## config.mk

```make
export PLATFORM = sky130hd
export DESIGN_NAME = iolsp_div
export DESIGN_NICKNAME = d
export VERILOG_FILES = /design/src/design/iolsp_pkg.sv /design/src/design/iolsp_div.sv
export SDC_FILE = /design/constraint.sdc
export NUM_CORES = 1
export LEC_CHECK = 0
export BUFFER_PORTS_ARGS = -buffer_cell sky130_fd_sc_hd__buf_2
export CAP_MARGIN = 0
export CORE_MARGIN = 3
export CORE_UTILIZATION = 45
export DETAILED_ROUTE_END_ITERATION = 8
export PLACE_DENSITY_LB_ADDON = 0.2
export SETUP_SLACK_MARGIN = 0.2
export SYNTH_ARGS = -nofsm -noshare
export SYNTH_HDL_FRONTEND = slang
export SYNTH_SLANG_ARGS = --single-unit
```

## constraint.sdc

```tcl
create_clock -name clk -period 5.5 [get_ports clk]
set_input_delay 1.375 -clock clk [delete_from_list [all_inputs] [get_ports clk]]
set_output_delay 1.375 -clock clk [all_outputs]
set_load 0.02 [all_outputs]
```

## src/design/iolsp_pkg.sv

```systemverilog
// Package: constants, widths and state codes for the I/O latency statistics block.
`timescale 1ns / 1ps
package iolsp_pkg;
  // SAMPLE_DEPTH must be a power of two; store address is {class, index}.
  localparam int SAMPLE_DEPTH = 1024;
  localparam int NUM_CLASSES  = 3;
  localparam int CLS_W        = 2;
  localparam int IDX_W        = $clog2(SAMPLE_DEPTH);
  localparam int FILL_W       = $clog2(SAMPLE_DEPTH + 1);
  localparam int MEM_AW       = CLS_W + IDX_W;
  localparam int MEM_DEPTH    = NUM_CLASSES * SAMPLE_DEPTH;
  localparam int LAT_W        = 32;
  localparam int BIT_W        = $clog2(LAT_W);
  localparam int PCT_W        = 16;
  localparam int DVD_W        = IDX_W + PCT_W;
  localparam int CNT_W        = 48;
  localparam int SUM_W        = 64;
  localparam int MIN_W        = 64;

  localparam logic [CLS_W-1:0] NUM_CLASSES_C = CLS_W'(NUM_CLASSES);
  localparam logic [FILL_W-1:0] FILL_MAX    = FILL_W'(SAMPLE_DEPTH);
  localparam logic [CNT_W-1:0] COUNT_MAX    = '1;

  localparam logic [1:0] REQ_RECORD = 2'd0;
  localparam logic [1:0] REQ_QUERY  = 2'd1;
  localparam logic [1:0] REQ_CLEAR  = 2'd2;

  localparam logic [0:0] ADDR_RECORD_ENABLE = 1'b0;

  typedef enum logic [2:0] {
    ST_IDLE,
    ST_MUL,
    ST_DIV,
    ST_SCAN,
    ST_OUT
  } state_t;
endpackage

```

## src/design/iolsp_div.sv

```systemverilog
// Restoring divider, one quotient bit per cycle, for the percentile rank.
`timescale 1ns / 1ps
module iolsp_div
  import iolsp_pkg::*;
(
  input  logic             clk,
  input  logic             rst,
  input  logic             start,
  input  logic [DVD_W-1:0] dividend,
  input  logic [PCT_W-1:0] divisor,
  output logic             done,
  output logic [DVD_W-1:0] quotient
);
  localparam logic [$clog2(DVD_W)-1:0] LAST_STEP = $clog2(DVD_W)'(DVD_W - 1);

  logic                     busy;
  logic [$clog2(DVD_W)-1:0] step;
  logic [DVD_W-1:0]         dq;
  logic [PCT_W-1:0]         rem;
  logic [PCT_W-1:0]         dsr;
  logic [PCT_W:0]           trial;
  logic                     fits;

  assign trial    = {rem, dq[DVD_W-1]};
  assign fits     = trial >= {1'b0, dsr};
  assign quotient = dq;

  always_ff @(posedge clk) begin
    if (rst) begin
      busy <= 1'b0;
      done <= 1'b0;
    end else begin
      done <= 1'b0;
      if (start) begin
        busy <= 1'b1;
        step <= LAST_STEP;
        dq   <= dividend;
        dsr  <= divisor;
        rem  <= '0;
      end else if (busy) begin
        rem <= fits ? PCT_W'(trial - {1'b0, dsr}) : trial[PCT_W-1:0];
        dq  <= {dq[DVD_W-2:0], fits};
        step <= step - 1'b1;
        if (step == '0) begin
          busy <= 1'b0;
          done <= 1'b1;
        end
      end
    end
  end
endmodule

```

==> out/metrics.csv <==
metric,value,unit
status,finished clean,
Setup CP Type,in2reg,
CTS Hold Buffers Added,0,
Post-CTS Setup Repair Bufs,0,
CORE AREA,0.00741,mm²
H-tree depth,3,
ratio of cells with drive above 1 in the final layout,36.3,%
ANT nets after route,0,
Fin. Hold Viols,0,
DIE HEIGHT,94.1,µm
Synth Instances,278,
Startpoint Class,input pin,
I/O Pins,72,
Final Critical Period,2.89,ns
#FFs+latches synth,65,
"Seq/Total Area, Yosys",55.3,%
CTS Root Buffer Type,clkbuf_8,
HPWL after detailed placement,4.73,mm
top post-synthesis cells by area,"edfxtp_1, mux2_2, ha_1, mux2i_1, nor2_1",
Netlist cell types,54,
Clock Latency Late Sink,0.33,ns
Lkg Pwr,1.74,nW
filler instances,624,
final slew viol count,0,
Power Total,1.37,mW
clk sink count,65,
peak supply drop,0.203,mV
Worst Max-Slew Pin Slew,0.819,ns
CP arrival,2.87,ns
Synth top area share,54.1,%
hold path start,busy,
CP Max Fanout,46,
worst rel slew slack,45.3,%
Setup TNS,0,ns
die extent in x,94.1,µm
max_cap viols,0,
WL/cell,14.6,µm
# resized after CTS,0,
HP Class,reg2reg,
DRC Markers,0,
P&R area growth vs syn,19.7,%
Iteration-0 DRC Markers,174,
Overflow after GRT,0,
Buffers on Ports,71,
clock-pin slew on the worst setup and hold paths,0.08,ns
clk_skew,0.00699,ns
RSZ-0062 raised after global routing,no,
Setup crit start,start,
CP required,5.47,ns
first-pass GRT wire length,11.2,mm
DIE AREA,0.00886,mm²
Total Wirelength,6.71,mm
reg2reg start,rem[3],
syn nets,341,
Ys Warns,0,
Mapped Area,0.00349,mm²
Critical Path Sink Type,flop,
"Setup violations, final",0,
vias in the first global route,2378,
DRT Pass-1 Iters,4,
Nets,419,
"EDFF count, synth",63,
"area leader, netlist",edfxtp_1,
routability cong.,0.801,
Rows,31,
dominant synthesized flop cell,edfxtp_1,
DR vias,2355,
diode count,0,
ys async rst share,0,%
Max Root-Sink Buffers,2,
syn avg cell area,12.6,µm²
pre-CTS setup slack,2.23,ns
Multi-input gate area,0.00144,mm²
register area,0.00193,mm²
FMAX,0.346,GHz
final worst-path cycle share,52.6,%
CTS tree,yes,
post-route setup slack,2.61,ns
WHS,0.483,ns
initial antenna violation count,0,
largest net degree at the start of global routing,47,
TritonCTS Buffers,9,
power per cell area,328,mW/mm²
GRT Overall Usage,16.2,%
starting density of the core,47.2,%
vias per inst,5.12,
-- layer usage --
layer	vias to the layer above	track usage (%)	routed length (µm)	part of all wire, %
li1	1188	-	-	-
met1	1094	22.8	3200	48
met2	71	24.2	3010	45
met3	2	5.37	480	7.2
met4	0	3.97	27	0.40
met5	-	0	0	0
-- power by group --
part	internal (mW)	leakage (nW)	total (mW)	switching, mW
Sequential	0.594	0.616	0.612	0.0187
Clock	0.257	0.103	0.451	0.194
Combinational	0.134	1.02	0.307	0.173
-- cells in the mapped netlist (all sizes together) (2+ instances only) --
| cell | n |
|---|---|
| edfxtp | 63 |
| nor2 | 30 |
| inv | 25 |
| mux2 | 25 |
| ha | 17 |
| nand2 | 13 |
| a21oi | 11 |
| mux2i | 11 |
| xnor2 | 9 |
| a21o | 6 |
| buf | 6 |
| o21ai | 6 |
| a211oi | 5 |
| nand3 | 5 |
| xor2 | 5 |
| o21a | 4 |
| nor2b | 3 |
| nor3 | 3 |
| o31ai | 3 |
| a31oi | 2 |
| dfxtp | 2 |
| nand2b | 2 |
| o211ai | 2 |
-- logic make-up after synthesis --
logic type      count (synthesis)  synth area share, %
xor+xnor                       14                 3.51
compound gates                 49                 10.8
buf+inv                        32                 3.87
flops                          65                 55.3
mux                            36                 11.2
simple gates                   64                 8.70
fa+ha+maj                      18                 6.66
-- area by class of cell --
class / instances / share of cell area, %
Sequential cell: 65 / 46.2
Multi-Input combinational cell: 181 / 34.3
Timing Repair Buffer: 74 / 9.03
Clock buffer: 10 / 3.05
Tap cell: 99 / 2.96
Inverter: 25 / 2.24
Clock inverter: 6 / 2.21
-- through the flow --
stage          cells  cell area (µm²)  util [%]
2_1_floorplan    278             3490         -
3_3_place_gp     444             3960      53.5
3_5_place_dp     444             3960      53.5
4_1_cts          460             4180      56.5
5_1_grt          460             4180      56.5
6_report         460             4180      56.5
-- worst max-delay path, cell delays in order --
cell and delay (ns):
buf_2 0.07, buf_4 0.43, nor2_1 0.17, nor2_4 0.30, buf_4 0.48
-- placed cells by master (no fill, tap or decap), types with 2 or more instances in the layout --
cell | Yosys | final
ha_1 | 17 | 17
nor2_1 | 29 | 28
a31oi_1 | 2 | 2
xnor2_1 | 9 | 9
a211oi_1 | 3 | 3
nand2_1 | 12 | 12
clkinv_4 | 0 | 2
mux2_2 | 25 | 25
o21ai_0 | 4 | 4
a21o_1 | 6 | 6
a21oi_1 | 10 | 10
inv_1 | 24 | 24
o31ai_1 | 2 | 2
nor2b_1 | 2 | 2
clkbuf_8 | 0 | 9
nand3_1 | 5 | 5
nor3_1 | 3 | 3
mux2i_1 | 11 | 11
clkinvlp_4 | 0 | 2
buf_2 | 0 | 71
o211ai_1 | 2 | 2
xor2_1 | 5 | 5
edfxtp_1 | 63 | 63
o21a_1 | 4 | 4
buf_4 | 0 | 3
dfxtp_1 | 2 | 2
a211oi_2 | 2 | 2
bufinv_16 | 0 | 2
-- worst paths after layout --
| check | endpoint | slack (ns) | cells after the start |
|---|---|---|---|
| worst min register to register | done | 0.48 | 1 |
| worst min-delay path | done | 0.48 | 1 |
| worst max register to register | rem[6] | 2.68 | 8 |
| worst max-delay path | step[3] | 2.61 | 5 |
-- state kept, by name, indices dropped and copies added, names as in the netlist --
name and count:
busy 1, done 1, dsr 16, quotient 26, rem 16, step 5
Power figures use the tool's default switching activity.
